==> config.mk <==
export PLATFORM = sky130hd
export DESIGN_NAME = olws_ctrl
export DESIGN_NICKNAME = d
export VERILOG_FILES = /design/src/design/olws_pkg.sv /design/src/design/olws_ctrl.sv
export SDC_FILE = /design/constraint.sdc
export NUM_CORES = 1
export LEC_CHECK = 0
export ABC_AREA = 1
export BUFFER_PORTS_ARGS = -buffer_cell sky130_fd_sc_hd__buf_2
export CAP_MARGIN = 30
export CORE_AREA = 2 2 39 41
export CTS_CLUSTER_DIAMETER = 40
export CTS_CLUSTER_SIZE = 14
export DETAILED_ROUTE_END_ITERATION = 8
export DIE_AREA = 0 0 41 43
export PLACE_DENSITY_LB_ADDON = 0.12
export SYNTH_ARGS = -nofsm -noshare
export SYNTH_HDL_FRONTEND = slang
export SYNTH_SLANG_ARGS = --single-unit
==> constraint.sdc <==
create_clock -name i_clk -period 1.29 [get_ports i_clk]
set_input_delay 0.3225 -clock i_clk [delete_from_list [all_inputs] [get_ports i_clk]]
set_output_delay 0.3225 -clock i_clk [all_outputs]
set_load 0.01 [all_outputs]
==> src/design/olws_pkg.sv <==
`timescale 1ns / 1ps

package olws_pkg;

    localparam int DEPTH_DEF = 1024;

    localparam int CMD_W    = 2;
    localparam int VALUE_W  = 32;
    localparam int POS_W    = 10;
    localparam int STATUS_W = 2;
    localparam int FPOS_W   = 10;
    localparam int ECNT_W   = 11;

    typedef enum logic [CMD_W-1:0] {
        CMD_APPEND = 2'd0,
        CMD_REMOVE = 2'd1,
        CMD_FIND   = 2'd2,
        CMD_READ   = 2'd3
    } t_cmd;

    typedef enum logic [STATUS_W-1:0] {
        ST_OK   = 2'd0,
        ST_MISS = 2'd1,
        ST_FULL = 2'd2
    } t_status;

    typedef enum logic [1:0] {
        S_IDLE,
        S_EXEC,
        S_READ,
        S_SEARCH
    } t_state;

    typedef enum logic [3:0] {
        DP_NONE,
        DP_APPEND,
        DP_FULL,
        DP_MISS,
        DP_RM_ISSUE,
        DP_RD_ISSUE,
        DP_RD_DONE,
        DP_SRCH_INIT,
        DP_SRCH_STEP,
        DP_FOUND
    } t_dp_op;

    typedef struct packed {
        logic   latch;
        t_dp_op op;
    } t_ctl;

    typedef struct packed {
        t_cmd cmd;
        logic full;
        logic empty;
        logic pos_ok;
        logic match;
        logic last;
        logic out_free;
    } t_sts;

endpackage

==> src/design/olws_ctrl.sv <==
`timescale 1ns / 1ps

module olws_ctrl (
    input  logic           i_clk,
    input  logic           i_rst_n,
    input  logic           i_in_valid,
    output logic           o_in_ready,
    input  olws_pkg::t_sts i_sts,
    output olws_pkg::t_ctl o_ctl
);
    import olws_pkg::*;

    t_state r_state;
    t_state n_state;

    always_ff @(posedge i_clk) begin
        if (!i_rst_n) begin
            r_state <= S_IDLE;
        end else begin
            r_state <= n_state;
        end
    end

    // next state
    always_comb begin
        n_state = r_state;
        unique case (r_state)
            S_IDLE: begin
                if (i_in_valid) begin
                    n_state = S_EXEC;
                end
            end
            S_EXEC: begin
                if (i_sts.out_free) begin
                    unique case (i_sts.cmd)
                        CMD_APPEND: n_state = S_IDLE;
                        CMD_REMOVE: n_state = i_sts.empty ? S_IDLE : S_READ;
                        CMD_FIND:   n_state = i_sts.empty ? S_IDLE : S_SEARCH;
                        CMD_READ:   n_state = i_sts.pos_ok ? S_READ : S_IDLE;
                        default:    n_state = S_IDLE;
                    endcase
                end
            end
            S_READ: begin
                n_state = S_IDLE;
            end
            S_SEARCH: begin
                if (i_sts.match || i_sts.last) begin
                    n_state = S_IDLE;
                end
            end
            default: n_state = S_IDLE;
        endcase
    end

    // outputs
    always_comb begin
        o_in_ready  = 1'b0;
        o_ctl.latch = 1'b0;
        o_ctl.op    = DP_NONE;
        unique case (r_state)
            S_IDLE: begin
                o_in_ready  = 1'b1;
                o_ctl.latch = i_in_valid;
            end
            S_EXEC: begin
                if (i_sts.out_free) begin
                    unique case (i_sts.cmd)
                        CMD_APPEND: o_ctl.op = i_sts.full ? DP_FULL : DP_APPEND;
                        CMD_REMOVE: o_ctl.op = i_sts.empty ? DP_MISS : DP_RM_ISSUE;
                        CMD_FIND:   o_ctl.op = i_sts.empty ? DP_MISS : DP_SRCH_INIT;
                        CMD_READ:   o_ctl.op = i_sts.pos_ok ? DP_RD_ISSUE : DP_MISS;
                        default:    o_ctl.op = DP_NONE;
                    endcase
                end
            end
            S_READ: begin
                o_ctl.op = DP_RD_DONE;
            end
            S_SEARCH: begin
                priority if (i_sts.match) begin
                    o_ctl.op = DP_FOUND;
                end else if (i_sts.last) begin
                    o_ctl.op = DP_MISS;
                end else begin
                    o_ctl.op = DP_SRCH_STEP;
                end
            end
            default: o_ctl.op = DP_NONE;
        endcase
    end

endmodule

# ---- Yosys cells after proc, flatten, opt, wreduce, memory -nomap -nowiden
# Index checks and enable logic that the tools add are counted.
dict set report op_classes {
  muxes 19
  eq_ne 9
  reduce_logical 4
}
# operator n
set op_table {}
lappend op_table {{case mux 2 bit (4 select lines)} 2}
lappend op_table {{case mux 4 bit (4 select lines)} 1}
lappend op_table {{2-to-1 mux 2 bit} 7}
lappend op_table {{2-to-1 mux 4 bit} 3}
lappend op_table {{case mux 4 bit (3 select lines)} 1}
lappend op_table {{2-to-1 mux 3 bit} 3}
lappend op_table {{equality test 2 bit, second input constant} 4}
lappend op_table {{!= test 2 bit, second input constant} 3}
lappend op_table {{equality test 2 x 1 -> 1 bit, second input constant} 2}
lappend op_table {{logical NOT 2 bit} 2}
lappend op_table {{AND reduction 3 bit} 1}
lappend op_table {{2-to-1 mux 1 bit} 2}
lappend op_table {{logical OR 1 bit} 1}
dict set report word_totals {
  elab_cells 33
  inputBits 11
  ff_bits 2
  output_inout_bits 6
}

# ---- Depth between registers and ports, before layout
# Gate-level depths: netlist (run 1).
dict set report logic_depth {
  depth_word 4
  mapped_depth 6
  mapped_depth_nobuf 6
}

# ---- Worst setup path before layout (run 1)
# No wires, ideal clock.
dict set report synth_path {
  kind {register to output}
  from {reg r_state[1]}
  to {out o_ctl[2] (netlist bit)}
  required_time_ns 0.967
  path_buffers 0
  setup_slack_ns 0.177
  t_arrival_ns 0.791
  path_stages_with_launch 6
  cell_sequence {dfxtp_1 inv_1 nand2_2 inv_2 nand3_2 o21ai_0}
}
# element line
set synth_rtl {}
lappend synth_rtl {{from (decl)} olws_ctrl.sv:13} ;# t_state r_state;
lappend synth_rtl {{from (signal assigned)} olws_ctrl.sv:20} ;# r_state <= n_state;
lappend synth_rtl {{to (decl)} olws_ctrl.sv:9} ;# output olws_pkg::t_ctl o_ctl

==> results of run 1 <==
-- logic make-up (layout without fill, tap and decap cells) --
group           after synthesis  count (layout)  synth area share [%]
simple gates                 23              23                 47.96
buf+inv                      10              36                 18.37
compound gates                7               7                 17.34
flops                         2               2                 16.33
-- worst max-delay path, cell delays in order --
cell	delay, ns
buf_2	0.12
inv_2	0.06
nand3_1	0.09
nand3_1	0.10
nand3_2	0.08
o21ai_1	0.07
buf_2	0.14
-- placed cells by master (no fill, tap or decap) --
| cell type | n |
|---|---|
| buf_2 | 16 |
| nand2_2 | 2 |
| dfxtp_2 | 1 |
| buf_6 | 1 |
| nand3_2 | 2 |
| dfxtp_4 | 1 |
| nand2_1 | 5 |
| inv_1 | 4 |
| o211ai_2 | 1 |
| buf_4 | 7 |
| clkbuf_4 | 3 |
| nand3_1 | 6 |
| o21ai_1 | 4 |
| a21oi_1 | 2 |
| nand4_1 | 1 |
| inv_2 | 5 |
| nor2_1 | 3 |
| nor2_2 | 3 |
| nor3_2 | 1 |
-- per-layer routing --
metal	share of wire (%)	up-vias
met2	46	12
met1	45	137
met5	0	-
met4	0	0
li1	-	187
met3	8.6	0
-- synthesized netlist by cell type, drive strengths merged --
master | count | area share (%)
dfxtp | 2 | 16
buf | 1 | 4.6
nand4 | 1 | 2.6
o211ai | 1 | 5.1
inv | 9 | 14
nand3 | 8 | 18
a21oi | 2 | 4.1
nand2 | 7 | 13
nor2 | 6 | 12
nor3 | 1 | 2.0
o21ai | 4 | 8.2
-- metrics by stage --
| step | area (um^2) | setup TNS (ns) | worst slack (ns) |
|---|---|---|---|
| after floorplan | 245.2 | 0 | 0.1766 |
| after global placement | 371.6 | -0.09414 | -0.06769 |
| after detailed placement | 371.6 | -0.05312 | -0.03462 |
| after CTS | 427.9 | -0.1302 | -0.04826 |
| after global routing | 435.4 | -0.4422 | -0.1212 |
| final | 435.4 | -0.05361 | -0.02391 |
-- worst max-delay path by stage --
stage	from	to	slack (ns)	depth (start not counted)
6_report	i_sts[6]	o_ctl[2]	-0.02	7
2_1_floorplan	r_state[1]	o_ctl[2]	0.18	5
3_5_place_dp	i_sts[7]	o_ctl[2]	-0.03	7
5_1_grt	r_state[1]	o_ctl[0]	-0.12	6
4_1_cts	r_state[1]	o_ctl[0]	-0.05	6
3_3_place_gp	i_sts[6]	o_ctl[2]	-0.07	7
-- final cells by class --
cell class | instances | share of cell area (%)
multi-input combinational | 30 | 39.08
timing repair buffer | 24 | 33.05
sequential | 2 | 10.34
inverter | 9 | 7.759
clock buffer | 3 | 5.172
tap | 16 | 4.598
-- power by group through the flow --
stage               clock [mW]  combinational [mW]  sequential [mW]
floorplan                    0              0.0659           0.0690
global placement             0               0.107           0.0725
detailed placement           0               0.105           0.0722
CTS                      0.142               0.118           0.0716
global route             0.151               0.131           0.0725
finish                   0.134               0.118           0.0714
-- timing repair --
action | 4_1_cts | 5_1_grt
setup endpoints to repair | 6 | 6
buffers inserted | 2 | 1
hold buffers | 0 | 0
pin swaps | 3 | 1
resized for setup | 12 | 1
gates cloned | 0 | 0
==> qor.yml, run 1 <==
end_kind: "output pin"
fin_crit_sh_pct: 101.9
clk_pin_slew_ns: 0.03
holdWs_ns: 0.3171
numCtsBuffers: 3
min_from: "i_rst_n"
fill_cells: 164
grt_pass1_wl_um: 1000
viasPerCell: 4.000
layout_setup_ws_ns: -0.02391
worst_ep_required_time_ns: 0.97
cts.sinks: 2
firstDrtPassIters: 4
crit_fanout: 3
root_buffer: "clkbuf_4"
routed-via-count: 336
grt_pass1_vias: 284
combPwrFrac_pct: 36.5
fmax_mhz: 761.1
syn-instance-count: 42
antenna_found_initial: 0
reg2reg_slack_ns: 0.20
met2_usage_pct: 13.13
hp-class: "in -> reg"
finalClockSkew_ns: 0.004074
final-hold-violation-count: 0
r2r_cells: 8
critPathKind: "in -> out"
largest_reg_flops: 2
grt_usage_pct: 8.108
power.internal_uw: 227.3
regArea_um2: 45.04
dieArea_um2: 1763
report.final.slew_viol_count: 0
hold_end: "r_state[1]"
drv_cap: 0
start_kind: "input pin"
min_period_ns: 1.314
max_flop_register: "r_state"
layout-drive-gt1-share_pct: 63.24
stdcell_count: 84
hold_depth: 3
grt_max_degree: 7
wl_per_cell_um: 7.881
grt_overflow: 0
power_switching_uw: 95.47
grt_use_met1_pct: 9.554
start_util_pct: 17.72
yosys_warnings: 0
vdd_ir_drop_max_uv: 398.0
p_leak_nw: 0.2425
pwr-share-seq_pct: 22.1
clkLatencyLatePin_ns: 0.22
synthToLayoutAreaGrowth_pct: 77.55
syn_nets: 53
clockBufferDepth: 2
antenna_cells: 0
p_total_uw: 322.8
die_width_um: 41
violations: "setup timing"
p_per_area_nw_per_um2: 741.3
top_regs: "r_state x2"
synth_area_um2: 245.2
rr_endpoint: "r_state[1]"
ys_ff_latch: 2
use_met3_pct: 3.141
drtIter0Drc: 6
worst_pin_slew_ns: 0.1408
num_rows: 14
busiest_layer: "met2"
cts_tree: "built"
remaining_drc_errors: 0
portBuffers: 16
gp_congestion: 0.6569
crit_arrival_ns: 0.99
switching_share_pct: 29.58
cts.htree.levels: 1
r2r-start: "r_state[1]"
core-area_um2: 1384
setup_viol: 3
multi_input_area_um2: 170.2
pwr-share-clk_pct: 41.4
syn_avg_cell_area_um2: 5.839
pin_count: 17
chipHeight_um: 43
dp.cells: 78
slew_headroom_pct: 90.59
status: "finished, violations left"
dp_hpwl_um: 531
post-route-util_pct: 31.46
postRouteAntennaNets: 0
synth_cell_type_count: 16
rsz0062_at_grt: "true"
final_nets: 81
routed_wl_um: 662
yosysSeqAreaShare_pct: 16.33
Note: power is estimated with default switching activity, not from simulation.
==> run 2: changes to the inputs <==
Settings changed: CELL_PAD_IN_SITES_DETAIL_PLACEMENT set to 1, CELL_PAD_IN_SITES_GLOBAL_PLACEMENT set to 2, CORE_AREA 2 2 39 41 to unset, CORE_MARGIN set to 2, CORE_UTILIZATION set to 16, DIE_AREA 0 0 41 43 to unset.
==> run 2 against run 1 <==
Effect of this change: the flow still finishes with violations (setup timing); worst setup slack got worse by 0.026 ns; global-route usage up 2.2 points; sequential share of layout area shrank 0.32 points; final cell count fell by 1.2%; core utilization shrank 0.94 points; total power up 4.2%; via count grew 5.4%; clock-buffer cell count is the same; critical path type is now reg -> out.
==> qor.yml, run 2 (synthesis gave the netlist of run 1 again) <==
status: "finished, violations left"
violations: "setup timing"
setup_viol: 4  # +1
post-place-ws_ns: -0.04770  # -0.01307 ns
dp_hpwl_um: 655.3  # +23%
synthToLayoutAreaGrowth_pct: 83.16
portBuffers: 16  # unchanged
worst_ep_required_time_ns: 0.97  # about the same
crit_fanout: 5  # +2
largest_reg_flops: 2  # unchanged
report.final.slew_viol_count: 0  # unchanged
clkLatencyLatePin_ns: 0.22  # about the same
p_total_uw: 336.3  # +4.2%
routed-via-count: 354  # +5.4%
num_rows: 14  # unchanged
drtIter0Drc: 2  # -4
vdd_ir_drop_max_uv: 545.4  # +37%
power_switching_uw: 104.5  # +9.5%
clk_pin_slew_ns: 0.03  # about the same
wl_per_cell_um: 9.711  # +23%
worst_pin_slew_ns: 0.1508  # +0.009982 ns
cts.htree.levels: 1  # unchanged
p_leak_nw: 0.2480  # +2.3%
grt_usage_pct: 10.28  # +2.2 points
crit_family: "flip-flops"
worstPathCellList: "buf_6, nand2_1, o21ai_1, buf_2"
switching_share_pct: 31.07  # +1.5 points
start_kind: "flip-flop"
fmax_mhz: 746.5  # -1.9%
hp-class: "in -> reg"
drv_cap: 0  # unchanged
antenna_cells: 0  # unchanged
combPwrFrac_pct: 37.9  # +1.4 points
crit_buf_inv: 2  # -1
critPathKind: "reg -> out"
dp.cells: 78  # unchanged
remaining_drc_errors: 0  # unchanged
grt_pass1_vias: 362  # +27%
worst_path_largest_cell_delay_ns: 0.34  # +0.20 ns
slew_headroom_pct: 89.91  # -0.67 points
cts.sinks: 2  # unchanged
gp_congestion: 0.7206  # +9.7%
stdcell_count: 83  # -1.2%
power.internal_uw: 231.8  # +2.0%
pwr-share-clk_pct: 40.8  # -0.6 points
setup-tns-final_ns: -0.1258  # -0.07222 ns
pwr-share-seq_pct: 21.3  # -0.8 points
top_regs: "r_state x2"
grt_pass1_wl_um: 1455  # +46%
final_nets: 80  # -1.2%
final_area_um2: 449.2  # +3.2%
die_width_um: 43.15  # +5.2%
hold_buffers: 0  # unchanged
p_per_area_nw_per_um2: 748.8  # +1.0%
place_area_um2: 371.6  # unchanged
layout-drive-gt1-share_pct: 65.67  # +2.4 points
clockBufferDepth: 2  # unchanged
min_period_ns: 1.340  # +0.02565 ns
core-area_um2: 1471  # +6.3%
cts_tree: "built"
start_util_pct: 16.67  # -1.1 points
postRouteAntennaNets: 0  # unchanged
routed_wl_um: 806  # +22%
root_buffer: "clkbuf_4"
numCtsBuffers: 3  # unchanged
rsz0062_at_grt: "true"
viasPerCell: 4.265  # +6.6%
layout_commonest_cell: "buf_2"
dieArea_um2: 1862  # +5.6%
fin_crit_sh_pct: 103.8  # +2.0 points
fill_cells: 204  # +24%
final-hold-violation-count: 0  # unchanged
end_kind: "output pin"
max_flop_register: "r_state"
firstDrtPassIters: 2  # -2
antenna_found_initial: 0  # unchanged
post-route-util_pct: 30.53  # -0.94 points
layout_setup_ws_ns: -0.04957  # -0.02565 ns
pin_count: 17  # unchanged
grt_max_degree: 6  # -1
holdWs_ns: 0.3235  # +0.006413 ns
finalClockSkew_ns: 0.004720  # +0.0006462 ns
chipHeight_um: 43.15  # +0.35%
cp_slowest_cell: "dfxtp_2"
grt_overflow: 0  # unchanged
crit_arrival_ns: 1.02  # +0.03 ns
final_cell_mix: "buf_2, buf_4, nand2_1, inv_2"
[run 2: worst min-delay path, stage by stage]
cell     delay, ns
buf_2         0.10
inv_1         0.04
a21oi_1       0.03
[run 2: area by class of cell]
type                       count  area (um^2)  share of cell area, %
tap                           16        20.02                  4.457
multi-input combinational     30        185.2                  41.23
clock buffer                   3        22.52                  5.014
sequential                     2        45.04                  10.03
timing repair buffer          23        142.6                  31.75
inverter                       9        33.78                  7.521
[run 2: power groups by stage]
| stage | logic, mW | clock network [mW] | registers, mW |
|---|---|---|---|
| detailed placement | 0.109 | 0 | 0.0719 |
| global placement | 0.110 | 0 | 0.0721 |
| floorplan | 0.0659 | 0 | 0.0690 |
| finish | 0.127 | 0.137 | 0.0716 |
| CTS | 0.119 | 0.141 | 0.0719 |
| global route | 0.144 | 0.148 | 0.0724 |
[run 2: path summary, 6_finish.rpt]
kind,start,endpoint,slack (ns),depth (start not counted)
hold reg to reg,r_state[1],r_state[0],0.58,3
setup / recovery,r_state[1],o_ctl[0],-0.05,4
hold / removal,i_rst_n,r_state[1],0.32,3
setup reg to reg,r_state[1],r_state[0],0.29,7
[run 2: metal layers]
layer | GRT usage, % | part of all wire (%) | up-vias
li1 | - | - | 187
met1 | 12.21 | 41 | 156
met2 | 17.61 | 52 | 11
met3 | 3.830 | 6.8 | 0
met4 | 1.818 | 0 | 0
met5 | 0 | 0 | -
[run 2: timing repair]
| item | CTS | global route |
|---|---|---|
| gates resized for setup | 12 | 5 |
| setup buffers | 2 | 0 |
| pin swaps | 5 | 1 |
| endpoints found under the setup margin | 6 | 6 |
==> run 3: changes to the inputs <==
Settings changed: ABC_AREA 1 to 0.
==> run 3 against run 2 <==
Effect of this change: the run still ends with setup timing left; via count fell by 3.1%; clock power barely moved; worst setup slack got worse by 0.10 ns; fmax fell by 6.9%; clock skew fell by 0.0045 ns; first-iteration DRC count did not move; core utilization rose by 4.1 points; largest power group unchanged; wire length rose by 7.4%; final cell count fell by 12%; combinational power fell by 4%.
==> qor.yml, run 3 <==
gp_congestion: 0.6659  # -7.6%
grt_overflow: 0  # unchanged
worst_path_largest_cell_delay_ns: 0.16  # -0.18 ns
num_rows: 13  # -1
synthTopCellsByArea: "dfxtp_1, a21oi_1, a221oi_2"
viasPerCell: 4.699  # +10%
routed_wl_um: 866  # +7.4%
synth_cell_type_count: 20  # +4
status: "finished, violations left"
met2_length_um: 451  # +8.4%
wl_met3_um: 28  # -49%
fmax_mhz: 694.6  # -6.9%
clk_pin_slew_ns: 0.03  # about the same
yosysTopAreaCell: "dfxtp_1"
drv_cap: 0  # unchanged
start_util_pct: 17.19  # +0.52 points
worst_ep_required_time_ns: 0.97  # about the same
clkLatencyLatePin_ns: 0.22  # about the same
r2r_cells: 5  # -2
ys_ff_latch: 2  # unchanged
cp_common_cell: "buf_4"
cts.sinks: 2  # unchanged
worstPathCellList: "buf_4, buf_4, nor3b_2, a31oi_1, o22ai_1, buf_2"
p_leak_nw: 0.2087  # -16%
end_kind: "output pin"
final_area_um2: 456.7  # +1.7%
synth_async_sr_flop_share_pct: 0  # unchanged
fill_cells: 166  # -19%
min_period_ns: 1.440  # +0.1000 ns
firstDrtPassIters: 3  # +1
top_layer: "met4"
synth_ff_type: "dfxtp_1"
synth_area_um2: 226.5  # -7.7%
vdd_ir_drop_max_uv: 212.4  # -61%
dp_hpwl_um: 746.4  # +14%
routed-via-count: 343  # -3.1%
report.final.slew_viol_count: 0  # unchanged
stdcell_count: 73  # -12%
dieArea_um2: 1732  # -7.0%
place_area_um2: 372.9  # +0.34%
grt_pass1_vias: 406  # +12%
min_from: "i_rst_n"
syn_nets: 42  # -21%
synth_top_area_share_pct: 17.68  # +1.4 points
fin_crit_sh_pct: 111.6  # +7.8 points
grt_max_degree: 6  # unchanged
cp_slowest_cell: "nor3b_2"
cts.htree.levels: 1  # unchanged
grt_pass1_wl_um: 1531  # +5.2%
critPathKind: "in -> out"
reg2reg_slack_ns: 0.13  # -0.16 ns
met1_length_um: 366  # +9.6%
antenna_cells: 0  # unchanged
synth-edff-count: 0  # unchanged
antenna_found_initial: 0  # unchanged
grt_usage_pct: 11.80  # +1.5 points
yosysSeqAreaShare_pct: 17.68  # +1.4 points
dp.cells: 68  # -13%
hold_depth: 3  # unchanged
die_width_um: 41.62  # -3.5%
hold_end: "r_state[1]"
wl_per_cell_um: 11.86  # +22%
root_buffer: "clkbuf_4"
synth_common_cells: "a21oi_1, inv_1"
top_regs: "r_state x2"
layout_commonest_cell: "buf_2"
drtIter0Drc: 2  # unchanged
violations: "setup timing"
rsz0062_at_grt: "true"
p_per_area_nw_per_um2: 720.2  # -3.8%
start_kind: "input pin"
r2r-start: "r_state[1]"
setup_viol: 5  # +1
syn_avg_cell_area_um2: 7.305  # +25%
max_flop_register: "r_state"
portBuffers: 16  # unchanged
layout_setup_ws_ns: -0.1496  # -0.1000 ns
remaining_drc_errors: 0  # unchanged
worst_pin_slew_ns: 0.2129  # +0.06213 ns
hold_buffers: 0  # unchanged
syn-instance-count: 31  # -26%
synthToLayoutAreaGrowth_pct: 101.7
core-area_um2: 1318  # -10%
chipHeight_um: 41.62  # -3.5%
pin_count: 17  # unchanged
final_nets: 71  # -11%
numCtsBuffers: 3  # unchanged
crit_arrival_ns: 1.12  # +0.10 ns
hp-class: "in -> reg"
yosys_warnings: 0  # unchanged
clockBufferDepth: 2  # unchanged
crit_fanout: 4  # -1
final-hold-violation-count: 0  # unchanged
rr_endpoint: "r_state[0]"
finalClockSkew_ns: 0.0002665  # -0.004453 ns
cts_tree: "built"
layout-drive-gt1-share_pct: 67.24  # +1.6 points
largest_reg_flops: 2  # unchanged
final_cell_mix: "buf_2, buf_4, inv_1, clkbuf_4"
postRouteAntennaNets: 0  # unchanged
slew_headroom_pct: 85.78  # -4.1 points
==> run 3: per-stage QoR <==
step | worst slack, ns | hold slack (ns) | util, % | TNS [ns] | total power [mW]
final | -0.1496 | 0.3459 | 34.66 | -0.5897 | 0.3289
after global routing | -0.1993 | 0.3515 | 34.66 | -0.8038 | 0.3552
after CTS | -0.1634 | 0.3414 | 33.14 | -0.6393 | 0.3275
after detailed placement | -0.1497 | 0.5524 | 28.30 | -0.4035 | 0.1733
after global placement | -0.1386 | 0.5264 | 28.30 | -0.3683 | 0.1686
after floorplan | 0.06190 | 0.4481 | - | 0 | 0.1145
==> run 3: worst max path at each step <==
| stage | from | end | cells after the start |
|---|---|---|---|
| floorplan | r_state[0] | o_ctl[1] | 4 |
| global placement | i_sts[7] | o_ctl[1] | 5 |
| detailed placement | i_sts[7] | o_ctl[1] | 5 |
| CTS | r_state[0] | o_ctl[1] | 4 |
| global route | r_state[0] | o_ctl[1] | 4 |
| finish | i_sts[7] | o_ctl[2] | 6 |
==> run 3: kinds of logic (layout without fill, tap and decap cells) <==
family	count (synthesis)	count (layout)	synth area share (%)
buffers and inverters	4	31	7.180
AND/OR/NAND/NOR	13	13	35.36
AO/OA/AOI/OAI	12	12	39.78
flip-flops	2	2	17.68
==> run 3: area by class of cell <==
cell class / count / area (um^2) / share of cell area [%]
Sequential cell: 2 / 47.55 / 10.41
Clock buffer: 3 / 22.52 / 4.932
Inverter: 3 / 11.26 / 2.466
Tap cell: 15 / 18.77 / 4.110
Multi-Input combinational cell: 25 / 193.9 / 42.47
Timing Repair Buffer: 25 / 162.7 / 35.62
==> run 3: layer usage <==
| metal | track usage, % | vias up |
|---|---|---|
| met3 | 1.739 | 2 |
| met1 | 10.94 | 157 |
| met5 | 0 | - |
| met4 | 11.61 | 0 |
| met2 | 21.25 | 13 |
| li1 | - | 171 |
==> run 3: critical path: cells and delay by family <==
kind | cells | cell delay (ns)
AOI/OAI and AO/OA | 2 | 0.24
and+or+nand+nor | 1 | 0.16
buffers and inverters | 3 | 0.40
==> run 3: repair_timing <==
item | in CTS | in global routing
resized for setup | 9 | 4
pin swaps | 2 | 1
setup buffers | 2 | 0
cloned | 0 | 0
setup endpoints to repair | 6 | 6
==> run 3: power by group <==
part,internal (mW),total [mW],switching (mW),leakage [nW]
combinational,0.0672,0.122,0.0549,0.177
clock,0.103,0.138,0.0353,0.0138
sequential,0.0642,0.0690,0.00478,0.0178
total,0.234,0.329,0.0949,0.209
